[config.mk]
export PLATFORM = sky130hd
export DESIGN_NAME = vbse_ram
export DESIGN_NICKNAME = d
export VERILOG_FILES = /design/src/design/vbse_ram.sv
export SDC_FILE = /design/constraint.sdc
export NUM_CORES = 2
export LEC_CHECK = 0
export ABC_CLOCK_PERIOD_IN_PS = 7500
export BUFFER_PORTS_ARGS = -buffer_cell sky130_fd_sc_hd__buf_2
export CORE_MARGIN = 2
export CORE_UTILIZATION = 49
export DETAILED_ROUTE_END_ITERATION = 7
export PLACE_DENSITY_LB_ADDON = 0.1
export RECOVER_POWER = 25
export SLEW_MARGIN = 0
export SYNTH_ARGS = -nofsm -noshare
export SYNTH_HDL_FRONTEND = slang
export SYNTH_SLANG_ARGS = --single-unit
[constraint.sdc]
create_clock -name clk -period 7.5 [get_ports clk]
set_input_delay 0.375 -clock clk [delete_from_list [all_inputs] [get_ports clk]]
set_output_delay 0.375 -clock clk [all_outputs]
set_load 0.05 [all_outputs]
[src/design/vbse_ram.sv]
`timescale 1ns / 1ps
`default_nettype none
module vbse_ram #(
	parameter int WIDTH = 64,
	parameter int DEPTH = 64
) (
	input  wire logic                     clk,
	input  wire logic                     we,
	input  wire logic [$clog2(DEPTH)-1:0] waddr,
	input  wire logic [WIDTH-1:0]         wdata,
	input  wire logic [$clog2(DEPTH)-1:0] raddr,
	output logic      [WIDTH-1:0]         rdata
);
	logic [WIDTH-1:0] mem_q [DEPTH];

	// one write port, registered read port
	always_ff @(posedge clk) begin
		if (we) begin
			mem_q[waddr] <= wdata;
		end
		rdata <= mem_q[raddr];
	end
endmodule
`default_nettype wire

==> results.py <==
metrics = {
    "placement": {
        "placedCellCount": 10700,
        "dp_hpwl_um": 222000,
        "portBuffers": 141,
        "gp_congestion": 0.784,
    },
    "worst_setup_path": {
        "crit_path_end_kind": "register",
        "criticalPathCategory": "input port to register",
        "r2r_end": "rdata[4]",
        "crit_chain": "buf_2, nor2b_1, nand3_1, nor2_4, buf_4",
        "slowest_stage": "nor2_4",
        "ff2ff_setup_slack_ps": 5440,
        "reg2reg_depth": 5,
        "r2r_start": "mem_q[60][4]",
        "cp.required_ps": 8090,
        "slowest_delay_ps": 1020,
        "worstPathArrival_ps": 3350,
        "path_max_fanout": 27,
        "start_kind": "input port",
        "crit_family": "simple AND/OR/NAND/NOR gates",
        "worst-path-buf-inv": 2,
    },
    "yosys": {
        "synthTopCellsByCount": "4,096 x edfxtp_1, 1,024 x mux4_2, 170 x buf_2",
        "yosysSeqAreaShare_pct": 79.5,
        "syn_nets": 6676,
        "synth_mux_area_share_pct": 15.6,
        "synth_edf_count": 4096,
        "synthFlopType": "edfxtp_1",
        "synth_top_family_by_area": "multiplexers",
        "yosysUniqueCellTypes": 33,
        "syn_area_mm2": 0.156,
        "syn_inst": 6598,
        "synthAdderAreaFrac_pct": 0,
        "synthSimpleGateAreaFrac_pct": 1.24,
        "ys_top_cells_by_area": "edfxtp_1 79%, mux4_2 15%, mux2i_1 0.86%, dfxtp_1 0.82%, a22oi_1 0.81%",
        "avgSynthCellArea_um2": 23.7,
        "synth_warnings": 0,
        "synth_xor_area_share_pct": 0,
        "ys_ff_latch": 4160,
        "yosysTopAreaCellShare_pct": 78.7,
        "synth_top_area_cell": "edfxtp_1",
        "async_reset_ff_share_pct": 0,
        "synth_compound_area_share_pct": 2.48,
        "yosysMostFrequentCell": "edfxtp_1",
    },
    "cts": {
        "cts.repair.resized": 0,
        "post_cts_buffers": 0,
        "insertion_delay_ps": 950,
        "cts_tree": "built",
        "cts_buffers": 421,
        "ctsRootBufferMaster": "clkbuf_16",
        "clk_path_buf_depth": 4,
        "cts_sinks": 4160,
        "holdBufCountCts": 0,
        "clk_pin_slew_ps": 60,
        "cts_htree_levels": 5,
    },
    "final_layout": {
        "instances_no_fill": 11500,
        "area_growth_pct": 12.9,
        "drive_gt1_share_pct": 27.4,
        "fin_nets": 7058,
    },
    "timing": {
        "fmax_mhz": 362,
        "final-hold-violation-count": 0,
        "rsz0062_at_grt": "false",
        "setup_tns_ps": 0,
        "clock_skew_ps": 36.1,
        "slew_headroom_pct": -81.2,
        "period_needed_ps": 2760,
        "setup_violations": 0,
        "final_max_slew_viol_count": 2925,
        "post-route-period-util_pct": 36.8,
        "worst_pin_slew_ps": 2720,
    },
    "hold_path": {
        "hp-class": "input port to register",
        "holdPathEnd": "mem_q[19][20]",
        "min_from": "wdata[20]",
        "hold_depth": 1,
    },
    "route": {
        "ant_nets": 0,
        "drcViolationCount": 0,
        "drtIter0Drc": 9537,
        "vias_per_cell": 6.48,
        "totalWireLength_um": 431000,
        "dr.pass1.iters": 6,
        "vias": 74600,
        "wl_per_cell_um": 37.4,
    },
    "die": {
        "die_x_um": 569,
        "core_mm2": 0.318,
        "die-height_um": 569,
        "initial_core_util_pct": 49.2,
        "num_io_pins": 142,
        "dieArea_mm2": 0.324,
        "rows": 207,
    },
    "power_and_ir_drop": {
        "leakagePower_nw": 54.8,
        "ir_drop_mv": 0.216,
        "powerDensity_mw_per_mm2": 277,
        "finalPower_mw": 48.9,
    },
    "global_route": {
        "antenna_found_initial": 35,
        "grt_pass1_wl_um": 598000,
        "overflow": 0,
        "grt_start_max_net_pins": 115,
        "grt_pass1_vias": 74900,
        "grtUsageTotal_pct": 26.7,
    },
    "flow_run": {
        "cap_violations": 45,
    },
    "status": {
        "failed_checks": "max-capacitance violations, max-slew violations",
        "status": "finished with violations",
    },
}
[power by group]
| part | switching, mW | total (mW) | internal, mW |
|---|---|---|---|
| sequential | 0.115 | 25.9 | 25.8 |
| combinational | 1.54 | 2.33 | 0.785 |
| clock | 8.81 | 20.7 | 11.9 |
[state kept, by name, indices dropped and copies added (netlist names)]
register and count:
rdata 64, mem_q 4096
[metrics by stage]
step	instance area, um2	utilization (%)	hold WS (ps)	worst slack (ps)
finish	177000	55.5	206	4740
global route	176000	55.5	246	4630
CTS	177000	55.6	77.0	4720
detailed placement	163000	51.3	834	3660
global placement	163000	51.3	818	3700
floorplan	156000	-	474	1690
[cell families after synthesis]
kind of cell | Yosys count
AO/OA/AOI/OAI | 504
buffers and inverters | 389
flip-flops | 4160
multiplexers | 1159
AND/OR/NAND/NOR | 386
[worst max path at each step]
stage,depth (start not counted),slack (ps),from,to
after floorplan,4,1690,waddr[3],mem_q[48][0]
after global placement,7,3700,raddr[0],rdata[25]
after detailed placement,7,3660,raddr[0],rdata[25]
after CTS,7,4720,raddr[0],rdata[25]
after global routing,7,4630,raddr[0],rdata[25]
final,5,4740,we,mem_q[30][36]
[cells in the final DEF (no fill, tap or decap), types with 47 or more instances in the layout]
cell and instances:
clkbuf_16 424, a22o_1 88, buf_4 153, nor2_1 47
o22ai_1 83, nor2_4 65, clkbuf_1 159, buf_2 93
and3_1 64, clkinv_1 64, nand2_1 54, a211oi_1 63
mux4_2 1024, dfxtp_1 64, clkinv_2 73, edfxtp_1 4096
a22oi_1 168, mux2i_1 135
[layout make-up]
cell class              instances  area [um2]
diodes                         12        30.0
clock buffers                 566       11400
clock inverters               207        2170
fillers                     23300      141000
inverters                      19        71.3
multi-input cells            2049       30800
flip-flops and latches       4160      124000
well taps                    4180        5230
repair buffers                329        2530
[per-layer routing]
layer	global-route usage [%]	up-vias	routed length, um
met5	0	-	38
met4	7.13	8	11300
met3	3.92	620	32900
met2	42.8	3259	210000
met1	38.7	41400	177000
li1	-	29300	-
Note: power is estimated with default switching activity, not from simulation.
