File: config.mk
export PLATFORM = sky130hd
export DESIGN_NAME = vbse_alu
export DESIGN_NICKNAME = d
export VERILOG_FILES = /design/src/design/vbse_pkg.sv /design/src/design/vbse_alu.sv
export SDC_FILE = /design/constraint.sdc
export NUM_CORES = 2
export LEC_CHECK = 0
export ABC_CLOCK_PERIOD_IN_PS = 29400
export BUFFER_PORTS_ARGS = -buffer_cell sky130_fd_sc_hd__buf_2
export CAP_MARGIN = 5
export CORE_ASPECT_RATIO = 0.7
export CORE_UTILIZATION = 40
export CTS_BUF_LIST = sky130_fd_sc_hd__clkbuf_4 sky130_fd_sc_hd__clkbuf_8 sky130_fd_sc_hd__clkbuf_16
export DETAILED_ROUTE_END_ITERATION = 7
export HOLD_SLACK_MARGIN = 0.03
export MAX_ROUTING_LAYER = met4
export SYNTH_ARGS = -nofsm -noshare
export SYNTH_HDL_FRONTEND = slang
export SYNTH_SLANG_ARGS = --single-unit
File: constraint.sdc
create_clock -name clk -period 29.4 [get_ports clk]
set_clock_uncertainty 0.05 [all_clocks]
set_input_delay 4.41 -clock clk [delete_from_list [all_inputs] [get_ports clk]]
set_output_delay 4.41 -clock clk [all_outputs]
set_load 0.01 [all_outputs]
File: src/design/vbse_pkg.sv
`timescale 1ns / 1ps
`default_nettype none
package vbse_pkg;

	localparam int REG_COUNT = 64;
	localparam int MAX_SLOTS = 8;
	localparam int DATA_W    = 64;
	localparam int FIELD_W   = 16;
	localparam int RA_W      = $clog2(REG_COUNT);
	localparam int CNT_W     = $clog2(MAX_SLOTS + 1);
	localparam int PI_W      = (MAX_SLOTS > 1) ? $clog2(MAX_SLOTS) : 1;

	// Operation codes
	localparam logic [3:0] MODE_NOP  = 4'd0;
	localparam logic [3:0] MODE_ADD  = 4'd1;
	localparam logic [3:0] MODE_SUB  = 4'd2;
	localparam logic [3:0] MODE_MUL  = 4'd3;
	localparam logic [3:0] MODE_DIV  = 4'd4;
	localparam logic [3:0] MODE_AND  = 4'd5;
	localparam logic [3:0] MODE_OR   = 4'd6;
	localparam logic [3:0] MODE_NOT  = 4'd7;
	localparam logic [3:0] MODE_EQ   = 4'd8;
	localparam logic [3:0] MODE_NE   = 4'd9;
	localparam logic [3:0] MODE_LT   = 4'd10;
	localparam logic [3:0] MODE_LE   = 4'd11;
	localparam logic [3:0] MODE_GT   = 4'd12;
	localparam logic [3:0] MODE_GE   = 4'd13;
	localparam logic [3:0] MODE_PUSH = 4'd14;
	localparam logic [3:0] MODE_ZERO = 4'd15;

	typedef struct packed {
		logic              start;
		logic [3:0]        mode;
		logic [DATA_W-1:0] a;
		logic [DATA_W-1:0] b;
		logic [DATA_W-1:0] imm_a;
	} alu_req_t;

	typedef struct packed {
		logic              done;
		logic [DATA_W-1:0] result;
	} alu_rsp_t;

endpackage
`default_nettype wire

File: src/design/vbse_alu.sv
`timescale 1ns / 1ps
`default_nettype none
module vbse_alu (
	input  wire logic             clk,
	input  wire logic             arst_n,
	input  wire vbse_pkg::alu_req_t req,
	output vbse_pkg::alu_rsp_t    rsp
);
	import vbse_pkg::*;

	localparam logic [1:0] K_MUL = 2'd1;
	localparam logic [1:0] K_DIV = 2'd2;
	localparam logic [6:0] DIV_LAST = 7'(DATA_W);

	logic              busy_q, done_q, neg_q;
	logic [1:0]        kind_q;
	logic [6:0]        step_q;
	logic [DATA_W-1:0] a_q, b_q, acc_q, prod_q, rem_q, dvd_q, res_q;
	logic [31:0]       mx, my;
	logic [DATA_W:0]   trial;
	logic              qbit;

	// simple (non-iterative) operations
	function automatic logic [DATA_W-1:0] simple_op(input logic [3:0] m,
		input logic [DATA_W-1:0] a, input logic [DATA_W-1:0] b,
		input logic [DATA_W-1:0] ia);
		logic r;
		r = 1'b0;
		case (m)
			MODE_ADD:  return a + b;
			MODE_SUB:  return a - b;
			MODE_PUSH: return ia;
			MODE_AND:  r = (a != '0) && (b != '0);
			MODE_OR:   r = (a != '0) || (b != '0);
			MODE_NOT:  r = (a == '0);
			MODE_EQ:   r = (a == b);
			MODE_NE:   r = (a != b);
			MODE_LT:   r = $signed(a) < $signed(b);
			MODE_LE:   r = $signed(a) <= $signed(b);
			MODE_GT:   r = $signed(a) > $signed(b);
			MODE_GE:   r = $signed(a) >= $signed(b);
			default:   r = 1'b0;
		endcase
		return {{(DATA_W-1){1'b0}}, r};
	endfunction

	// shared 32x32 multiplier operand select
	always_comb begin
		case (step_q[1:0])
			2'd0:    begin mx = a_q[31:0];  my = b_q[31:0];  end
			2'd1:    begin mx = a_q[31:0];  my = b_q[63:32]; end
			default: begin mx = a_q[63:32]; my = b_q[31:0];  end
		endcase
	end

	// restoring divide step on magnitudes
	assign trial = {rem_q, dvd_q[DATA_W-1]} - {1'b0, b_q};
	assign qbit  = ~trial[DATA_W];

	always_ff @(posedge clk or negedge arst_n) begin
		if (!arst_n) begin
			busy_q <= 1'b0;
			done_q <= 1'b0;
			kind_q <= '0;
			step_q <= '0;
		end else begin
			done_q <= 1'b0;
			if (req.start) begin
				step_q <= '0;
				if (req.mode == MODE_MUL) begin
					busy_q <= 1'b1;
					kind_q <= K_MUL;
				end else if (req.mode == MODE_DIV && req.b != '0) begin
					busy_q <= 1'b1;
					kind_q <= K_DIV;
				end else begin
					done_q <= 1'b1;
				end
			end else if (busy_q) begin
				step_q <= step_q + 7'd1;
				if ((kind_q == K_MUL && step_q == 7'd3) ||
				    (kind_q == K_DIV && step_q == DIV_LAST)) begin
					busy_q <= 1'b0;
					done_q <= 1'b1;
				end
			end
		end
	end

	// datapath
	always_ff @(posedge clk) begin
		if (req.start) begin
			rem_q <= '0;
			if (req.mode == MODE_DIV) begin
				neg_q <= req.a[DATA_W-1] ^ req.b[DATA_W-1];
				dvd_q <= req.a[DATA_W-1] ? (DATA_W'(0) - req.a) : req.a;
				b_q   <= req.b[DATA_W-1] ? (DATA_W'(0) - req.b) : req.b;
				res_q <= '0;
			end else begin
				a_q   <= req.a;
				b_q   <= req.b;
				res_q <= simple_op(req.mode, req.a, req.b, req.imm_a);
			end
		end else if (busy_q && kind_q == K_MUL) begin
			prod_q <= mx * my;
			case (step_q[1:0])
				2'd1:    acc_q <= prod_q;
				2'd2:    acc_q <= acc_q + {prod_q[31:0], 32'b0};
				2'd3:    res_q <= acc_q + {prod_q[31:0], 32'b0};
				default: acc_q <= acc_q;
			endcase
		end else if (busy_q && kind_q == K_DIV) begin
			if (step_q == DIV_LAST) begin
				res_q <= neg_q ? (DATA_W'(0) - dvd_q) : dvd_q;
			end else begin
				rem_q <= qbit ? trial[DATA_W-1:0] : {rem_q[DATA_W-2:0], dvd_q[DATA_W-1]};
				dvd_q <= {dvd_q[DATA_W-2:0], qbit};
			end
		end
	end

	assign rsp.done   = done_q;
	assign rsp.result = res_q;
endmodule
`default_nettype wire

==> metrics list <==
- In the final routed layout, each cell accounts on average for around 31 um.
- The first global-routing pass estimated 448000 um of wire.
* Cell area after placement: 0.0719 sq mm
- Each instance of the synthesized netlist takes up on average 8.70 sq um.
- After synthesis the netlist holds a flip-flop and latch count of 460.
* Detailed Route WL: 319000 um
* Post-synth top area cell: sky130_fd_sc_hd__fa_1
- Cts hold-fix bufs: 0
- The tool flagged a number of max-cap violations equal to 0.
- The worst setup path is launched from a flop.
* Number of placed instances, taps included: slightly above 10000
- Detailed-routing iteration count for the pre-antenna-repair pass: 8
- Slowest cell on the critical path: sky130_fd_sc_hd__mux2i_4
* Cell with the most instances after synthesis: sky130_fd_sc_hd__inv_1
* Die extent in y: 347 um
* Count of clock tree sinks: 460
* Postcts setup bufs: 0
* Max Slew Vio Count: 0
- In the synthesized netlist, the cells that appear most often are sky130_fd_sc_hd__inv_1 (1100), sky130_fd_sc_hd__nor2_1 (1029), sky130_fd_sc_hd__fa_1 (900).
- Sort of element at the end of the critical path: flop
- Result of the run: finished with violations
- Static timing analysis puts the maximum clock frequency at 0.0896 GHz.
* Post-route cell area: between 0.07 and 0.08 sq mm
- In the routed design, unresolved DRC markers number 25.
- Violated checks: design-rule violations
- Sequential cell area: 0.0131 sq mm
- Initial antenna violation count: 82
* Number of warning messages in the yosys log: 0
- Area added between synthesis and finish: 8.32%
- Using the TritonRoute via totals, the vias-per-cell ratio works out to around 6.1.
- Synth Cell Area: 0.0680 sq mm
* Initial core utilization: 40.3%
- The number of nets handed over by synthesis was 9407.
- Share of post-route cells with drive strength above 1: roughly 8.5%
- Final count of negative-setup-slack endpoints: 0
- In this run the core area contains 126 standard-cell rows.
- Reg-to-reg slack, setup: 18240 ps
- After clock tree synthesis, the clock-pin slew on the worst setup and hold paths is 70 ps.
- Data on the critical path arrives at its endpoint at approximately 12000 ps.
* Primary flip-flop cell chosen by synthesis mapping: sky130_fd_sc_hd__edfxtp_1
- The total overflow left after global routing is 0.
- Detailed routing inserted a total of approximately 62000 vias.
- Sorting the synthesized cells by area gives the leading types as sky130_fd_sc_hd__fa_1 (27%), sky130_fd_sc_hd__edfxtp_1 (17%), sky130_fd_sc_hd__ha_1 (9.1%).
- The hold violation count in the final report came to 0.
* IO Port Bufs: about 260
- During I/O placement, the number of pins put on the boundary was 264.
- Synthesis produced ~8000 cells.
- Asr flop ratio synth: between 2 and 2.5%
* Placed wire-length estimate after detailed placement: 261000 um
* Critical Path Fanout Max: 91
- Setup total negative slack on the finished layout was measured at 0 ps.
- Deepest clock path buffer count: 3
* DRC marker count from the first detailed-route iteration: 8769
- Number of synthesized flops with an enable pin: 385
* Maximum number of pins on one net before global-route repair: 99
- Combined global-route utilization of all metal layers: 38.0%
- Post-synth top area share: 26.5%
* Synth cell types: 102
- Summing the sequential cell areas from Yosys gives 19.3% of the chip area.
- The cell that appears most often on the critical path is sky130_fd_sc_hd__fa_1.
- Net count of the finished layout: 9453
- TritonCTS clock tree: yes
- Clock root buffer: sky130_fd_sc_hd__clkbuf_16
* Routed Antenna Nets: 0
* Required time reported for the critical path endpoint: 29760 ps
- The multi-input combinational cells in the finished layout cover a total of around 0.049 sq mm.
* Unrepaired setup endpoints after global routing: false
- For this run, the slowest stage of the critical path takes 1020 ps.
- Routability-driven placement finished with a final weighted congestion of 1.10.
- The number of global-route vias before repair is 58615.
* Final instance count without filler cells: 10187
- Clock latency on the worst-skew pair, taken at its later pin, is 670 ps.
- Slew HR: 9.74%
* Filler cell count: 16742
- Number of H-tree branching levels: 2
- Measured along the x axis, the die boundary spans 495 um.
* Worst Max-Slew Pin Slew: 1350 ps
- Kind of critical path: flop to flop
- Buffers inserted during clock tree synthesis total 49.
* Final period utilization: a little under two fifths
- Die Outline Area: 0.172 sq mm
- Area of the core region: 0.169 sq mm
* Minimum period implied by the final worst setup slack: 11160 ps
- Once the clock tree was built, the resizer swapped 0 gates to a different size.
- The path class of the tightest hold or removal check is flop to flop.
==> per-layer routing <==
metal  share of wire [%]  global-route usage, %
met5                   0                      -
met4                 3.9                   12.7
met3                  15                   16.2
met2                  37                   46.6
met1                  44                   54.4
==> final timing paths <==
kind | start | to | depth (start not counted)
hold / removal | rem_q[6] | rem_q[7] | 2
setup reg to reg | step_q[1] | prod_q[62] | 29
max in group asynchronous | arst_n | busy_q | 1
hold reg to reg | rem_q[6] | rem_q[7] | 2
min in group asynchronous | arst_n | done_q | 1
setup / recovery | step_q[1] | prod_q[62] | 29
==> state kept, by name (all words and copies together), names as in the netlist <==
signal / cells
busy_q: 1
neg_q: 1
res_q: 64
acc_q: 64
dvd_q: 64
done_q: 1
step_q: 7
rem_q: 64
b_q: 64
prod_q: 64
kind_q: 2
a_q: 64
==> cell families after synthesis <==
group | Yosys count | synth area share, %
buffers and inverters | 1502 | 8.30
adder cells (fa/ha/maj) | 1392 | 35.6
flip-flops | 460 | 19.3
XOR/XNOR | 354 | 4.56
AO/OA/AOI/OAI | 1566 | 15.0
AND/OR/NAND/NOR | 2429 | 15.5
multiplexers | 113 | 1.78
==> critical path, delay by kind of cell, from the launching register on <==
kind,cells,cell delay [ps]
buf+inv,4,1040
xor+xnor,1,100
compound gates,7,2480
simple gates,6,1300
flops,1,410
mux,1,1020
fa+ha+maj,10,4440
==> placed cells by master, fill, tap and decap left out, types with 40 or more instances in the layout <==
master / Yosys / layout
sky130_fd_sc_hd__a211oi_1: 45 / 44
sky130_fd_sc_hd__a21o_1: 101 / 100
sky130_fd_sc_hd__a21oi_1: 504 / 504
sky130_fd_sc_hd__a311oi_1: 50 / 50
sky130_fd_sc_hd__a31oi_1: 45 / 45
sky130_fd_sc_hd__buf_2: 2 / 262
sky130_fd_sc_hd__buf_4: 1 / 132
sky130_fd_sc_hd__clkbuf_16: 0 / 49
sky130_fd_sc_hd__dfxtp_1: 64 / 64
sky130_fd_sc_hd__diode_2: 0 / 48
sky130_fd_sc_hd__edfxtp_1: 385 / 385
sky130_fd_sc_hd__fa_1: 900 / 900
sky130_fd_sc_hd__ha_1: 492 / 490
sky130_fd_sc_hd__inv_1: 1100 / 1100
sky130_fd_sc_hd__mux2_2: 65 / 65
sky130_fd_sc_hd__nand2_1: 821 / 820
sky130_fd_sc_hd__nand2b_1: 41 / 40
sky130_fd_sc_hd__nand3_1: 74 / 74
sky130_fd_sc_hd__nand4_1: 65 / 65
sky130_fd_sc_hd__nor2_1: 1029 / 1026
sky130_fd_sc_hd__nor2b_1: 78 / 76
sky130_fd_sc_hd__nor3_1: 93 / 93
sky130_fd_sc_hd__nor4_1: 49 / 47
sky130_fd_sc_hd__o21a_1: 67 / 67
sky130_fd_sc_hd__o21ai_0: 250 / 241
sky130_fd_sc_hd__o21bai_1: 61 / 61
sky130_fd_sc_hd__o22ai_1: 53 / 53
sky130_fd_sc_hd__o31ai_1: 71 / 71
sky130_fd_sc_hd__xnor2_1: 193 / 191
sky130_fd_sc_hd__xor2_1: 161 / 161
==> final cells by class <==
class                      count  area share, %
multi-input combinational   5854           67.2
tap                         2240           3.81
antenna                       48          0.163
inverter                    1102           5.62
clock buffer                  53           1.71
clock inverter                35          0.525
sequential                   460           17.8
timing repair buffer         395           3.15
==> per-stage QoR <==
step                hold WS (ps)  util [%]  setup WS [ps]
finish                       418      43.7          18240
global route                 446      43.6          17650
CTS                          406      43.6          18290
detailed placement           418      42.6          18330
global placement             413      42.6          18400
floorplan                    399         -          19070
Power is left out: the tool's default activity adds up to more than one toggle a clock period on the data nets, which glitch-free logic cannot reach.
